File: src/hdl/firfc_pkg.sv
`default_nettype none

package firfc_pkg;

  // Default filter length.
  localparam int TAPS_DEF = 25;

  // Field widths.
  localparam int SAMP_W = 16;
  localparam int IDX_W  = 5;
  localparam int PROD_W = 2 * SAMP_W;
  localparam int OUT_W  = 36;

  // Item kind codes.
  localparam logic KIND_SAMPLE = 1'b0;
  localparam logic KIND_COEF   = 1'b1;

  // One input item.
  typedef struct packed {
    logic                     kind;
    logic signed [SAMP_W-1:0] sample;
    logic                     last_sample;
    logic [IDX_W-1:0]         coef_index;
    logic signed [SAMP_W-1:0] coef_value;
  } in_item_t;

  // One result item.
  typedef struct packed {
    logic signed [OUT_W-1:0] filtered;
    logic                    last;
  } out_item_t;

  // Control from the sequencer to the multiply-accumulate unit.
  typedef struct packed {
    logic start;  // clear the accumulator and the product pipeline
    logic mul;    // mark this cycle's product for accumulation
  } mac_ctl_t;

endpackage

`default_nettype wire

File: src/hdl/firfc_mac.sv
`default_nettype none

module firfc_mac
  import firfc_pkg::*;
(
  input  wire logic                     clk,
  input  wire logic                     rst_n,
  input  wire mac_ctl_t                 ctl,
  input  wire logic signed [SAMP_W-1:0] coef,
  input  wire logic signed [SAMP_W-1:0] samp,
  output      logic signed [OUT_W-1:0]  acc
);

  logic signed [PROD_W-1:0] prod_r;
  logic                     pv_r;
  logic signed [OUT_W-1:0]  acc_r;

  // Product register; the accumulator adds it in the following cycle.
  always_ff @(posedge clk) begin
    prod_r <= PROD_W'(coef) * PROD_W'(samp);
  end

  // Product-valid flag is the multiply request, registered.
  always_ff @(posedge clk) begin
    if (!rst_n) begin
      pv_r <= 1'b0;
    end else if (ctl.start) begin
      pv_r <= 1'b0;
    end else begin
      pv_r <= ctl.mul;
    end
  end

  // Full-precision accumulator; it wraps modulo 2^OUT_W.
  always_ff @(posedge clk) begin
    if (ctl.start) begin
      acc_r <= '0;
    end else if (pv_r) begin
      acc_r <= acc_r + {{(OUT_W-PROD_W){prod_r[PROD_W-1]}}, prod_r};
    end
  end

  assign acc = acc_r;

endmodule

`default_nettype wire

File: src/hdl/fir_filter_full_convolution.sv
// Direct-form FIR filter of TAPS taps (1 to 32) with Q1.15 samples and
// coefficients and a 36-bit Q6.30 accumulator. A coefficient write gives no
// result; indexes at or above TAPS are ignored, and every tap must be written
// before the first sample. A sample item gives one result: it is accepted,
// the delay line shifts, TAPS products go through the single shared 16x16
// multiplier, the last product is added and the output register is loaded,
// which waits while an earlier result is still untaken. A sample marked last
// then gives TAPS-1 more results, each from the shift on, with zeros shifted
// in; the final one carries last, and the delay line starts from zero for the
// next block. The input is not ready while an item is in work, and the output
// register lets the next item be accepted while a result waits to be taken.
`default_nettype none

module fir_filter_full_convolution
  import firfc_pkg::*;
#(
  parameter int TAPS = TAPS_DEF
) (
  input  wire logic      clk,
  input  wire logic      rst_n,
  input  wire logic      in_valid,
  output      logic      in_ready,
  input  wire in_item_t  in_item,
  output      logic      out_valid,
  input  wire logic      out_ready,
  output      out_item_t out_item
);

  localparam int AW = (TAPS > 1) ? $clog2(TAPS) : 1;
  localparam int XW = 7;

  typedef enum logic [4:0] {
    S_IDLE  = 5'b00001,
    S_SHIFT = 5'b00010,
    S_MAC   = 5'b00100,
    S_DRAIN = 5'b01000,
    S_OUT   = 5'b10000
  } state_t;

  state_t                   state_r, state_nxt;
  logic [AW-1:0]            cnt_r, cnt_nxt;
  logic [AW-1:0]            flush_r, flush_nxt;
  logic                     last_blk_r, last_blk_nxt;
  logic signed [SAMP_W-1:0] x_r, x_nxt;
  logic signed [SAMP_W-1:0] win_r [TAPS];
  logic signed [SAMP_W-1:0] coef_mem [TAPS];
  logic signed [SAMP_W-1:0] coef_rd_r;
  logic [AW-1:0]            rd_addr;
  logic [XW-1:0]            idx_ext;
  logic                     in_acc;
  logic                     coef_we;
  logic                     emit;
  logic                     out_valid_r;
  out_item_t                out_item_r;
  mac_ctl_t                 mac_ctl;
  logic signed [OUT_W-1:0]  acc;

  assign in_ready = (state_r == S_IDLE);
  assign in_acc   = in_valid && in_ready;
  assign idx_ext  = {{(XW-IDX_W){1'b0}}, in_item.coef_index};
  assign coef_we  = in_acc && (in_item.kind == KIND_COEF) && (idx_ext < XW'(TAPS));
  assign emit     = (state_r == S_OUT) && (!out_valid_r || out_ready);

  // Coefficient memory: one write port from the input, one registered read.
  always_ff @(posedge clk) begin
    if (coef_we) begin
      coef_mem[idx_ext[AW-1:0]] <= in_item.coef_value;
    end
    coef_rd_r <= coef_mem[rd_addr];
  end

  // Read address runs one tap ahead of the multiplier.
  always_comb begin
    rd_addr = '0;
    if (state_r == S_MAC && cnt_r != AW'(TAPS - 1)) begin
      rd_addr = AW'(cnt_r + 1'b1);
    end
  end

  // Sequencer.
  always_comb begin
    state_nxt    = state_r;
    cnt_nxt      = cnt_r;
    flush_nxt    = flush_r;
    last_blk_nxt = last_blk_r;
    x_nxt        = x_r;
    mac_ctl      = '0;
    case (state_r)
      S_IDLE: begin
        if (in_acc && in_item.kind == KIND_SAMPLE) begin
          x_nxt        = in_item.sample;
          last_blk_nxt = in_item.last_sample;
          flush_nxt    = in_item.last_sample ? AW'(TAPS - 1) : '0;
          state_nxt    = S_SHIFT;
        end
      end
      S_SHIFT: begin
        mac_ctl.start = 1'b1;
        cnt_nxt       = '0;
        state_nxt     = S_MAC;
      end
      S_MAC: begin
        mac_ctl.mul = 1'b1;
        cnt_nxt     = AW'(cnt_r + 1'b1);
        if (cnt_r == AW'(TAPS - 1)) begin
          state_nxt = S_DRAIN;
        end
      end
      S_DRAIN: begin
        state_nxt = S_OUT;
      end
      S_OUT: begin
        if (emit) begin
          if (last_blk_r && flush_r != '0) begin
            flush_nxt = AW'(flush_r - 1'b1);
            x_nxt     = '0;
            state_nxt = S_SHIFT;
          end else begin
            last_blk_nxt = 1'b0;
            state_nxt    = S_IDLE;
          end
        end
      end
      default: begin
        state_nxt = S_IDLE;
      end
    endcase
  end

  // Control registers.
  always_ff @(posedge clk) begin
    if (!rst_n) begin
      state_r    <= S_IDLE;
      cnt_r      <= '0;
      flush_r    <= '0;
      last_blk_r <= 1'b0;
    end else begin
      state_r    <= state_nxt;
      cnt_r      <= cnt_nxt;
      flush_r    <= flush_nxt;
      last_blk_r <= last_blk_nxt;
    end
  end

  always_ff @(posedge clk) begin
    x_r <= x_nxt;
  end

  // Tap window: shifts in a sample, rotates once per tap during the sum, and
  // clears after the last result of a block.
  always_ff @(posedge clk) begin
    if (!rst_n) begin
      for (int i = 0; i < TAPS; i++) begin
        win_r[i] <= '0;
      end
    end else if (state_r == S_SHIFT) begin
      for (int i = TAPS - 1; i > 0; i--) begin
        win_r[i] <= win_r[i-1];
      end
      win_r[0] <= x_r;
    end else if (state_r == S_MAC) begin
      for (int i = 0; i < TAPS - 1; i++) begin
        win_r[i] <= win_r[i+1];
      end
      win_r[TAPS-1] <= win_r[0];
    end else if (emit && last_blk_r && flush_r == '0) begin
      for (int i = 0; i < TAPS; i++) begin
        win_r[i] <= '0;
      end
    end
  end

  firfc_mac u_mac (
    .clk   (clk),
    .rst_n (rst_n),
    .ctl   (mac_ctl),
    .coef  (coef_rd_r),
    .samp  (win_r[0]),
    .acc   (acc)
  );

  // Output register.
  always_ff @(posedge clk) begin
    if (!rst_n) begin
      out_valid_r <= 1'b0;
    end else if (emit) begin
      out_valid_r <= 1'b1;
    end else if (out_ready) begin
      out_valid_r <= 1'b0;
    end
  end

  always_ff @(posedge clk) begin
    if (emit) begin
      out_item_r.filtered <= acc;
      out_item_r.last     <= last_blk_r && (flush_r == '0);
    end
  end

  assign out_valid = out_valid_r;
  assign out_item  = out_item_r;

  // A tail count is only owed inside a block that ends.
  a_flush_in_block: assert property (@(posedge clk) disable iff (!rst_n)
    (flush_r != '0) |-> last_blk_r)
    else $error("tail count set outside a last block");

  // Between items no tail is pending.
  a_idle_clean: assert property (@(posedge clk) disable iff (!rst_n)
    (state_r == S_IDLE) |-> (!last_blk_r && flush_r == '0))
    else $error("idle with a pending tail");

  // The tap counter stays within the filter length.
  a_cnt_range: assert property (@(posedge clk) disable iff (!rst_n)
    (state_r == S_MAC) |-> (cnt_r <= AW'(TAPS - 1)))
    else $error("tap counter out of range");

  // The drain state is always followed by the output state.
  a_mac_seq: assert property (@(posedge clk) disable iff (!rst_n)
    (state_r == S_DRAIN) |=> (state_r == S_OUT))
    else $error("drain not followed by output");

endmodule

`default_nettype wire
File: config.mk
export PLATFORM = sky130hd
export DESIGN_NAME = fir_filter_full_convolution
export DESIGN_NICKNAME = d
export VERILOG_FILES = /design/src/hdl/firfc_pkg.sv /design/src/hdl/firfc_mac.sv /design/src/hdl/fir_filter_full_convolution.sv
export SDC_FILE = /design/constraint.sdc
export NUM_CORES = 2
export LEC_CHECK = 0
export BUFFER_PORTS_ARGS = -buffer_cell sky130_fd_sc_hd__buf_2
export CAP_MARGIN = 10
export CELL_PAD_IN_SITES_DETAIL_PLACEMENT = 1
export CELL_PAD_IN_SITES_GLOBAL_PLACEMENT = 1
export CORE_UTILIZATION = 35
export CTS_BUF_LIST = sky130_fd_sc_hd__clkbuf_16
export DETAILED_ROUTE_END_ITERATION = 6
export GPL_TIMING_DRIVEN = 0
export HOLD_SLACK_MARGIN = 0.03
export MAX_ROUTING_LAYER = met4
export PLACE_DENSITY = 0.67
export SLEW_MARGIN = 20
export SYNTH_ARGS = -nofsm -noshare
export SYNTH_HDL_FRONTEND = slang
export SYNTH_SLANG_ARGS = --single-unit
File: constraint.sdc
create_clock -name clk -period 8.8 [get_ports clk]
set_input_delay 0.88 -clock clk [delete_from_list [all_inputs] [get_ports clk]]
set_output_delay 0.88 -clock clk [all_outputs]
set_load 0.01 [all_outputs]
### After elaboration in Yosys (flattened, before gate mapping)

Memories as Yosys holds them, arrays and structs flattened. A register that Yosys moved wholly into a read port is not among the register bits.
Cells that the tools add are included.

| cells by class | value |
|---|---|
| reduce and logical (&&, ||, !) cells | 21 |
| equality and inequality tests | 12 |
| $add $sub $neg | 3 |
| $mul | 1 |
| $lt $le $gt $ge | 1 |
| muxes and demuxes | 112 |
| bitwise logic cells | 77 |

Operators by type and width:

| operator | number |
|---|---|
| $mux 16 | 78 |
| $or 1x1->1 | 75 |
| $mux 5 | 8 |
| $add 36x36->36 | 1 |
| $mul 16x16->32 | 1 |
| $pmux 16 s2 | 1 |
| $pmux 5 s5 | 1 |
| $mux 1 | 20 |
| $pmux 5 s2 | 2 |
| $eq 5x5->1 const B | 2 |
| $logic_and 1x1->1 | 10 |
| $reduce_and 4->1 | 2 |
| $ne 2x1->1 const B | 3 |
| $reduce_bool 2->1 | 3 |
| $add 5x1->5 const B | 1 |
| $eq 5x1->1 const B | 1 |
| $eq 5x2->1 const B | 1 |
| $eq 5x3->1 const B | 1 |
| $eq 5x4->1 const B | 1 |
| $logic_not 5->1 | 1 |
| $lt 5x5->1 const B | 1 |
| $ne 5x5->1 const B | 1 |
| $reduce_bool 5->1 | 1 |
| $sub 5x1->5 const B | 1 |
| 8 further kinds | 10 |

| word-level totals | value |
|---|---|
| output and inout bits | 39 |
| memory bits (writable) | 800 |
| word-level logic and storage cells | 240 |
| memories | 2 |
| input bits | 43 |
| flip-flop bits (word level) | 139 |

Memories:

| name | depth | width | read ports | clocked after memory_dff | write ports | RTL line | source |
|---|---|---|---|---|---|---|---|
| coef_mem | 25 | 16 | 1 | 1 | 1 | fir_filter_full_convolution.sv:46 | `logic signed [SAMP_W-1:0] coef_mem [TAPS];` |
| win_r | 25 | 16 | 25 | 0 | 25 | fir_filter_full_convolution.sv:45 | `logic signed [SAMP_W-1:0] win_r [TAPS];` |

### Logic depth before layout (Yosys ltp)

| depth | value |
|---|---|
| depth after elaboration | 11 |
| mapped depth | 25 |
| depth with buffers taken out | 22 |

### Hierarchy

From an unflattened synthesis, not the netlist that was laid out.

| second synthesis, totals | value |
|---|---|
| cell total of the unflattened synthesis | 3601 |
| area, all modules | 48773.0 sq um |

By module, submodules not included:

| module | cells each | sequential area each (sq um) | times used | area an instance (sq um) |
|---|---|---|---|---|
| fir_filter_full_convolution | 2083 | 25954.9 | 1 | 35166.2 |
| firfc_mac | 1518 | 1381.3 | 1 | 13606.8 |

### Least setup slack after synthesis

No wires, ideal clock.

| path | value |
|---|---|
| path type | in2reg |
| start | in out_ready |
| end | mem win_r[6][4] (netlist: win_r[0][100]) (enable) |
| data arrival time | 8.230 ns |
| stages | 7 |
| path buffers | 1 |
| library setup time | 0.590 ns |
| required time | 8.210 ns |
| slack | -0.020 ns |
| cells stage by stage | nand2b_1 -> nor2b_1 -> and2_1 -> nand2b_1 -> nor2_1 -> clkbuf_1 -> inv_1 |

RTL lines:

| what | RTL line | source |
|---|---|---|
| start, declared | fir_filter_full_convolution.sv:25 | `input wire logic out_ready,` |
| end, declared | fir_filter_full_convolution.sv:45 |  |

==> results.py <==
metrics = {
    "synth": {
        "synth_seq_area_share": 0.561,
        "synth_ff_type": "edfxtp_1",
        "syn-mean-instance-area_um2": 11.9,
        "yosysTopAreaCell": "edfxtp_1",
        "yosys_warnings": 0,
        "yosys-top-cells-count": "821 x edfxtp_1, 416 x nor2_1, 387 x nand2_1",
        "yosysTopAreaCellShare": 0.506,
        "syn_nets": 4516,
        "yosysMostFrequentCell": "edfxtp_1",
        "ys_ff_latch": 955,
        "async_reset_ff_frac": 0,
        "synth_edf_count": 821,
        "syn_area_um2": 48700,
        "netlist_top_cells_area": "edfxtp_1 51%, fa_1 11%, dfxtp_1 5.5%",
        "ys_types": 69,
        "netlist_instances": 4090,
    },
    "drt": {
        "drc": 0,
        "wl_per_cell_um": 23.7,
        "postRouteAntennaNets": 0,
        "dr_total_vias": 33663,
        "drtIter0Drc": 2951,
        "viasPerCell": 5.45,
        "first_pass_iters": 5,
        "routed_wl_um": 146000,
    },
    "worst_setup_path": {
        "cp.arrival_ns": 8.86,
        "regToRegStartpoint": "win_r[0][3]$_SDFFCE_PN0P_",
        "cp-end-kind": "flop",
        "timing.rr.end": "u_mac.prod_r[31]$_DFF_P_",
        "cp-start-kind": "flop",
        "reg2reg_depth": 23,
        "crit_path_start": "win_r[0][3]$_SDFFCE_PN0P_",
        "crit_type": "flop to flop",
        "crit_path_end": "u_mac.prod_r[31]$_DFF_P_",
        "cp_max_fo": 10,
        "cp.required_ns": 9.29,
        "rrSetupSlack_ns": 0.43,
    },
    "grt": {
        "grtUsageTotal": 0.214,
        "overflow": 0,
        "grt_max_degree": 59,
        "grt_pass1_wl_um": 222000,
        "grt_pass1_vias": 35117,
        "antenna_found_initial": 3,
    },
    "sta": {
        "slew_headroom": 0.291,
        "finalHoldViolCount": 0,
        "final-setup-viol-count": 0,
        "setup_tns_ns": 0,
        "period_share": 0.951,
        "tightest_slew_ns": 1.06,
        "slew_viol_final": 0,
        "hold_ws_ns": 0.412,
        "skew_ns": 0.111,
        "max_freq_mhz": 119,
        "rsz0062_at_grt": "false",
        "period_minus_slack_ns": 8.37,
        "setup_ws_ns": 0.432,
    },
    "power_and_ir_drop": {
        "powerDensity_nw_per_um2": 305,
        "p_leak_nw": 21.0,
        "power_mw": 16.7,
        "ir_worst_vdd_mv": 0.352,
    },
    "die": {
        "core_area_um2": 138000,
        "die_w_um": 375,
        "initial_core_util": 0.354,
        "die_area_um2": 141000,
        "fp-row-count": 136,
        "die_h_um": 375,
        "io_pins": 82,
    },
    "placement": {
        "io_buffers": 79,
        "routabilityCongestion": 0.884,
        "dp_hpwl_um": 108000,
        "dp_slack_ns": 0.579,
    },
    "job": {
        "cap_viol_max_count": 0,
    },
    "worst_hold_path": {
        "min-delay-path-class": "input pin to flop",
        "hold_path_startpoint": "in_item[29]",
    },
    "clocking": {
        "root_buffer": "clkbuf_16",
        "cts_resized": 0,
        "cts_hold_buf": 0,
        "cts_buffers": 101,
        "cts_tree": "done",
        "clock-sinks": 955,
        "clock_latency_ns": 0.77,
        "path_clk_slew_ns": 0.07,
        "cts.path.max_buffers": 3,
        "htreeDepth": 3,
        "post_cts_buffers": 0,
    },
    "final_layout": {
        "final_layout_size_suffix_gt1_frac": 0.0724,
        "n_fill_cell": 14688,
        "nets": 4725,
        "areaGrowthSynthToFinish_pct": 12.8,
    },
    "run_status": {
        "status": "complete, no violations",
    },
}
[layout make-up]
cell class                      count  area, µm²  share of cell area
Antenna cell                        3       7.51            0.000137
Buffer                            267       1020              0.0186
Clock buffer                      102       2550              0.0465
Clock inverter                     83        567              0.0103
Inverter                          309       1170              0.0213
Multi-Input combinational cell   2559      19300               0.350
Sequential cell                   955      27300               0.498
Tap cell                         1794       2240              0.0409
Timing Repair Buffer              106        788              0.0143
[how the worst min path moves through the flow]
stage / slack [ns] / depth (start not counted) / to
floorplan: 0.43 / 0 / out_item[22]$_DFFE_PP_
global placement: 0.45 / 0 / out_item[32]$_DFFE_PP_
detailed placement: 0.46 / 0 / out_item[32]$_DFFE_PP_
CTS: 0.36 / 2 / x_r[7]$_SDFFCE_PN0P_
global route: 0.40 / 2 / x_r[7]$_SDFFCE_PN0P_
finish: 0.41 / 2 / x_r[7]$_SDFFCE_PN0P_
[flip-flops by register name (all words and copies together) (netlist names)]
| register | count |
|---|---|
| cnt_r | 5 |
| coef_mem | 400 |
| coef_rd_r | 16 |
| flush_r | 5 |
| last_blk_r | 1 |
| out_item | 37 |
| out_valid | 1 |
| state_r | 5 |
| u_mac.acc | 36 |
| u_mac.prod_r | 32 |
| u_mac.pv_r | 1 |
| win_r | 400 |
| x_r | 16 |
[routing by layer]
layer  up-vias  routed length (µm)  global-route usage
met4         0                3690              0.0570
met5         -                   0                   -
met3       204                7250              0.0258
met1     17454               67600               0.296
met2       882               67700               0.333
li1      15123                   -                   -
[metrics by stage]
stage                util  instances  instance area, µm²
floorplan               -       4090               48700
global placement    0.373       5963               51300
detailed placement  0.376       5990               51800
CTS                 0.399       6175               54900
global route        0.399       6177               54900
finish              0.399       6178               54900
[where the power goes]
group          total, mW  switching, mW  internal, mW
logic               6.93           4.15          2.78
clock network       4.03           1.86          2.17
registers           5.78          0.324          5.46
[cells by family after synthesis]
family	after synthesis	synth area share
xor gates and xnor gates	57	0.0103
buffers and inverters	576	0.0448
adders and majority gates	383	0.139
AOI/OAI and AO/OA	792	0.113
muxes	36	0.0118
DFF	955	0.561
and+or+nand+nor	1291	0.120
[critical path, cell delays in order, from the launching register on]
cell	delay, ns
edfxtp_1	0.33
clkbuf_1	0.78
clkbuf_1	0.66
nand2_1	0.19
fa_1	0.50
fa_1	0.54
fa_1	0.52
inv_1	0.06
fa_1	0.51
fa_1	0.50
inv_1	0.05
fa_1	0.47
inv_1	0.05
ha_1	0.26
clkbuf_1	0.29
nand3_1	0.15
a211oi_1	0.19
o21ai_0	0.28
a31oi_1	0.45
o211ai_1	0.26
nand3_1	0.19
a31o_2	0.20
a21oi_1	0.08
xnor2_1	0.57
[cell usage in the layout, fill, tap and decap left out, types with 95 or more instances in the layout]
| cell | instances |
|---|---|
| edfxtp_1 | 821 |
| nor2_1 | 393 |
| nand2_1 | 387 |
| inv_1 | 333 |
| fa_1 | 263 |
| o22ai_1 | 258 |
| clkbuf_1 | 213 |
| nand3_1 | 155 |
| and2_1 | 149 |
| dfxtp_1 | 134 |
| ha_1 | 120 |
| a22o_1 | 112 |
| clkbuf_16 | 102 |
| buf_2 | 98 |
| a21oi_1 | 95 |
No activity file was read; power rests on OpenSTA's default activity.
